`src/rpe_pkg.sv`:
```
package rpe_pkg;

   localparam int MAX_EDGES_DEF  = 64;
   localparam int COORD_BITS_DEF = 32;
   localparam int NUDGE_BITS     = 17;
   localparam logic [NUDGE_BITS-1:0] NUDGE_RESET = 17'd65543;

   typedef enum logic {
      ACT_WRITE = 1'b0,
      ACT_QUERY = 1'b1
   } action_type;

   typedef struct packed {
      logic                           action;
      logic [6:0]                     vertex_index;
      logic signed [COORD_BITS_DEF-1:0] vertex_x;
      logic signed [COORD_BITS_DEF-1:0] vertex_y;
      logic signed [COORD_BITS_DEF-1:0] start_x;
      logic signed [COORD_BITS_DEF-1:0] start_y;
      logic signed [COORD_BITS_DEF-1:0] end_x;
      logic signed [COORD_BITS_DEF-1:0] end_y;
      logic [6:0]                     edge_count;
   } req_type;

   typedef struct packed {
      logic                           hit;
      logic [5:0]                     edge_index;
      logic signed [COORD_BITS_DEF-1:0] hit_x;
      logic signed [COORD_BITS_DEF-1:0] hit_y;
   } rsp_type;

   // controller to datapath
   typedef struct packed {
      logic load;      // capture query, clear edge counter
      logic rd;        // read second corner at edge counter plus one
      logic calc;      // products of current edge
      logic test;      // sign and range test
      logic div_start;
      logic div_step;
      logic mul_a;     // tq times nudge
      logic mul_b;     // |s1| times low half
      logic mul_c;     // plus |s1| times high half
      logic fin;
      logic next;      // advance edge counter
   } cmd_type;

   typedef struct packed {
      logic last;      // edge counter reached count
      logic pass;      // current edge is hit
      logic div_done;
   } sts_type;

endpackage

```
`src/rpe_ctrl.sv`:
```
module rpe_ctrl (
   input  logic             clock,
   input  logic             reset,
   input  logic             go,
   input  rpe_pkg::sts_type sts,
   output rpe_pkg::cmd_type cmd,
   output logic             busy,
   output logic             done
);

   typedef enum logic [3:0] {
      S_IDLE, S_CHK, S_RD, S_CALC, S_TEST, S_DIVS, S_DIV, S_MA, S_MB, S_MC, S_FIN,
      S_NONE
   } state_type;

   state_type state_ff;

   always_ff @(posedge clock) begin
      if (reset) begin
         state_ff <= S_IDLE;
         done     <= 1'b0;
      end else begin
         done <= 1'b0;
         unique case (state_ff)
            S_IDLE: if (go) state_ff <= S_CHK;
            S_CHK:  state_ff <= sts.last ? S_NONE : S_RD;
            S_RD:   state_ff <= S_CALC;
            S_CALC: state_ff <= S_TEST;
            S_TEST: state_ff <= sts.pass ? S_DIVS : S_CHK;
            S_DIVS: state_ff <= S_DIV;
            S_DIV:  if (sts.div_done) state_ff <= S_MA;
            S_MA:   state_ff <= S_MB;
            S_MB:   state_ff <= S_MC;
            S_MC:   state_ff <= S_FIN;
            S_FIN: begin
               state_ff <= S_IDLE;
               done     <= 1'b1;
            end
            S_NONE: begin
               state_ff <= S_IDLE;
               done     <= 1'b1;
            end
            default: state_ff <= S_IDLE;
         endcase
      end
   end

   always_comb begin
      cmd           = '0;
      cmd.load      = (state_ff == S_IDLE) && go;
      cmd.rd        = (state_ff == S_RD);
      cmd.calc      = (state_ff == S_CALC);
      cmd.test      = (state_ff == S_TEST);
      cmd.next      = (state_ff == S_TEST) && !sts.pass;
      cmd.div_start = (state_ff == S_DIVS);
      cmd.div_step  = (state_ff == S_DIV);
      cmd.mul_a     = (state_ff == S_MA);
      cmd.mul_b     = (state_ff == S_MB);
      cmd.mul_c     = (state_ff == S_MC);
      cmd.fin       = (state_ff == S_FIN) || (state_ff == S_NONE);
   end

   assign busy = (state_ff != S_IDLE);

endmodule

```
`config.mk`:
```
export PLATFORM = sky130hd
export DESIGN_NAME = rpe_ctrl
export DESIGN_NICKNAME = d
export VERILOG_FILES = /design/src/rpe_pkg.sv /design/src/rpe_ctrl.sv
export SDC_FILE = /design/constraint.sdc
export NUM_CORES = 1
export LEC_CHECK = 0
export BUFFER_PORTS_ARGS = -buffer_cell sky130_fd_sc_hd__buf_4
export CORE_AREA = 2 2 39 41
export DETAILED_ROUTE_END_ITERATION = 8
export DIE_AREA = 0 0 41 43
export GPL_ROUTABILITY_DRIVEN = 1
export GPL_TIMING_DRIVEN = 1
export PLACE_DENSITY = 0.54
export SETUP_SLACK_MARGIN = 0.2
export SLEW_MARGIN = 20
export SYNTH_ARGS = -nofsm -noshare
export SYNTH_HDL_FRONTEND = slang
export SYNTH_SLANG_ARGS = --single-unit
export TNS_END_PERCENT = 30
```
`constraint.sdc`:
```
create_clock -name clock -period 4 [get_ports clock]
set_clock_uncertainty 0.2 [all_clocks]
set_input_delay 0.6 -clock clock [delete_from_list [all_inputs] [get_ports clock]]
set_output_delay 0.6 -clock clock [all_outputs]
set_load 0.05 [all_outputs]
```
* Word-level counts from Yosys, hierarchy flattened
Cells that the tools add are included.
Storage, ports and cells: flip-flop bits (word level) 5, latch bits 0, RAM bits 0, bits in read-only memories 0, input bits 6, output and inout bits 13, memories kept 0
Cells by class: add/subtract/negate cells 0, multiply operators 0, div/mod/pow operators 0, order comparisons 0, equal/unequal tests 13, shifts and indexed selects 0, multiplexer cells 6, bitwise logic cells 0, reductions and logical operators 8
Operators by type and width (count):
- $pmux W4 S10 | 1
- $eq A4 B3 Y1 const B | 4
- $eq A4 B4 Y1 const B | 4
- $mux W4 | 3
- $eq A4 B2 Y1 const B | 2
- $eq A4 B1 Y1 const B | 1
- $logic_not A4 Y1 | 1
- $ne A2 B2 Y1 const B | 2
- $reduce_bool A4 Y1 | 1
- $mux W3 | 1
- $logic_and A1 B1 Y1 | 2
- $reduce_and A2 Y1 | 1
- $reduce_or A2 Y1 | 1
- $logic_not A1 Y1 | 1
- $logic_or A1 B1 Y1 | 1
- $mux W1 | 1

* Logic depth before layout (Yosys ltp)
depth in word-level cells 3, gate-level depth with buffers 4

* Least setup slack after synthesis
Ideal clock, no wire load.
kind flip-flop to output port, from reg state_ff[1], to out cmd[0] in the netlist's numbering, arrival time 2.125 ns, data required time 3.200 ns, slack 1.075 ns, stages on the path, launching flop included 4, buffers on the path 1, cell sequence dfxtp_1 > buf_4 > or2b_1 > nor4_1
RTL lines:
- start, declared | RTL line rpe_ctrl.sv:16 | state_type state_ff;
- start signal, assigned | RTL line rpe_ctrl.sv:26 | S_CHK: state_ff <= sts.last ? S_NONE : S_RD;
- start signal, assigned | RTL line rpe_ctrl.sv:29 | S_TEST: state_ff <= sts.pass ? S_DIVS : S_CHK;
- end, declared | RTL line rpe_ctrl.sv:6 | output rpe_pkg::cmd_type cmd,

==> metrics <==
status=finished, final reports clean; Syn Nets=51; Slew Limit Fails=0; most frequent cells in the layout=18 x buf_4, 8 x nor2_1, 5 x nand2_1, 5 x nor3_1, 5 x dfxtp_1; Critical Path End Type=output port; Mapped Cells=45; final hold violations=0; total wire length=884 µm; post-cts resize count=0; CTS Buffer Depth=2; drt initial violations=1; Power Internal=0.169 mW; Die X=41 µm; Netlist Area Pre-Place=322 µm²; layout cells sized above 1=0.344; Layout Utilization=0.352; WL/cell=11.1 µm; Slowest-stage cell, CP=dfxtp_1; Top delay family on crit path=simple AND/OR/NAND/NOR gates; area of the core=1380 µm²; max cap viols=0; GRT Overall Usage=0.120; global-route wire length before repair=1400 µm; critical path required time=3.20 ns; Num CTS Buffers=3; TritonRoute pass-1 iters=2; Reg power frac=0.268; final setup TNS=0 ns; fin crit period=2.25 ns; DR DRC count=0; initial antenna violation count=0; die height=43 µm; vias in the first global route=339; NetSw=0.201 mW; critical-path cell list=nor2_1 -> nand2_1 -> nor2_1 -> buf_4; CP dominant cell by count=nor2_1; combinational share of power=0.570; Max IR drop VDD=0.247 mV; IO buf count=18; Routed Antenna Nets=0; post-DP HPWL=637 µm; H-tree depth=1; Remaining Overflow, GRT=0; sw frac=0.543; Row Count=14; Tcrit/Tclk final=0.561; Filler cells=153; Synth Register Bits=5; Critical path buffers and inverters=1; TritonCTS clock tree=done; clk_lat worst skew=0.25 ns; Largest stage delay, worst path=0.39 ns; Routability Congestion=0.754; Diodes inserted=0; IO Pins=19; root buffer cell=clkbuf_4; via count=387; Reg clk slew, reported paths=0.04 ns; unrepaired setup endpoints after global routing=no; Leak=0.225 nW; Max Freq=445 MHz; nets@finish=71; P&R area growth vs syn=51.4%; critical path arrival=1.45 ns; Startpoint Class=flip-flop; Initial Utilization=0.232; post-placement cell count=76; Max-Slew Margin vs Limit=0.679; commonest non-fill, non-tap cell in the layout=buf_4; Least-Margin Pin Slew=0.481 ns; die area=1760 µm²; hold buffer count at CTS=0; power per cell area=761 nW/µm²; Hold Path Class=input port to flip-flop; setup violators final=0; drt via density=4.84; kind of critical path=flip-flop to output port; clk sinks=5; Seq/Total Area, Yosys=0.311; post-CTS setup buffer count=0; non-filler cells, final=80; largest net degree at the start of global routing=16; CP max FO=10; post-synthesis average cell area=7.15 µm²; yosys warns=0; synth unique cells=24; clock power share=0.162
[path summary, 6_finish.rpt]
check                            startpoint           to  slack, ns  cells past startpoint
worst max-delay path            state_ff[1]       cmd[3]       1.75                      4
worst min-delay path                  reset  state_ff[1]       0.36                      2
worst max register to register  state_ff[3]  state_ff[0]       2.52                      3
worst min register to register  state_ff[3]  state_ff[3]       0.45                      2
[final cells by class]
type	count	area, µm²	area share
repair buffers	18	135	0.278
well taps	16	20.0	0.0411
inverters	1	3.75	0.00771
multi-input cells	36	201	0.414
flip-flops and latches	5	100	0.206
clock buffers	4	26.3	0.0540
[kinds of logic (layout without fill, tap and decap cells)]
group	after synthesis	in the layout	share of synthesized area
xor gates and xnor gates	1	1	0.0272
and+or+nand+nor	28	28	0.440
buffers and inverters	4	23	0.0622
DFF	5	5	0.311
AOI/OAI and AO/OA	7	7	0.160
[worst register-to-register path: stages, from the launching register on]
cell and delay, ns:
dfxtp_1 0.41, or4_1 0.56, o221ai_1 0.09, a21oi_1 0.09
[power groups by stage]
stage	Combinational, mW	Clock [mW]	Sequential, mW
after floorplan	0.185	0	0.0733
after global placement	0.210	0	0.0998
after detailed placement	0.212	0	0.0994
after CTS	0.213	0.0627	0.0986
after global routing	0.225	0.0642	0.104
final	0.211	0.0600	0.0993
[through the flow]
| step | setup WS (ns) | area (µm²) | total power [mW] | hold slack (ns) |
|---|---|---|---|---|
| floorplan | 1.08 | 322 | 0.259 | 0.310 |
| global placement | 1.99 | 460 | 0.310 | 0.450 |
| detailed placement | 2.02 | 460 | 0.312 | 0.444 |
| CTS | 1.76 | 487 | 0.374 | 0.351 |
| global route | 1.66 | 487 | 0.393 | 0.349 |
| finish | 1.75 | 487 | 0.370 | 0.356 |
[sequential cells by signal, summed over array words and instances (netlist names)]
register / flops
done: 1
state_ff: 4
[per-layer routing]
layer	wire length, µm	GRT usage
met5	0	0
met4	16	0.0600
met3	48	0.0628
met2	417	0.166
met1	402	0.146
[cell usage after synthesis (all sizes together)]
library cell	number	area, µm²
nand2	5	18.8
nor3	5	25.0
a22oi	1	7.51
nor2	8	30.0
nor4	1	6.26
clkbuf	1	3.75
and3b	1	8.76
nor3b	1	7.51
dfxtp	5	100
or4	1	7.51
o221ai	1	8.76
or2	1	6.26
nand3	1	5.00
inv	1	3.75
xor2	1	8.76
a21oi	2	10.0
nand2b	1	6.26
o21ai	2	10.0
a2111oi	1	15.0
and3	2	12.5
buf	2	12.5
or2b	1	7.51
No activity file was read; power rests on OpenSTA's default activity.
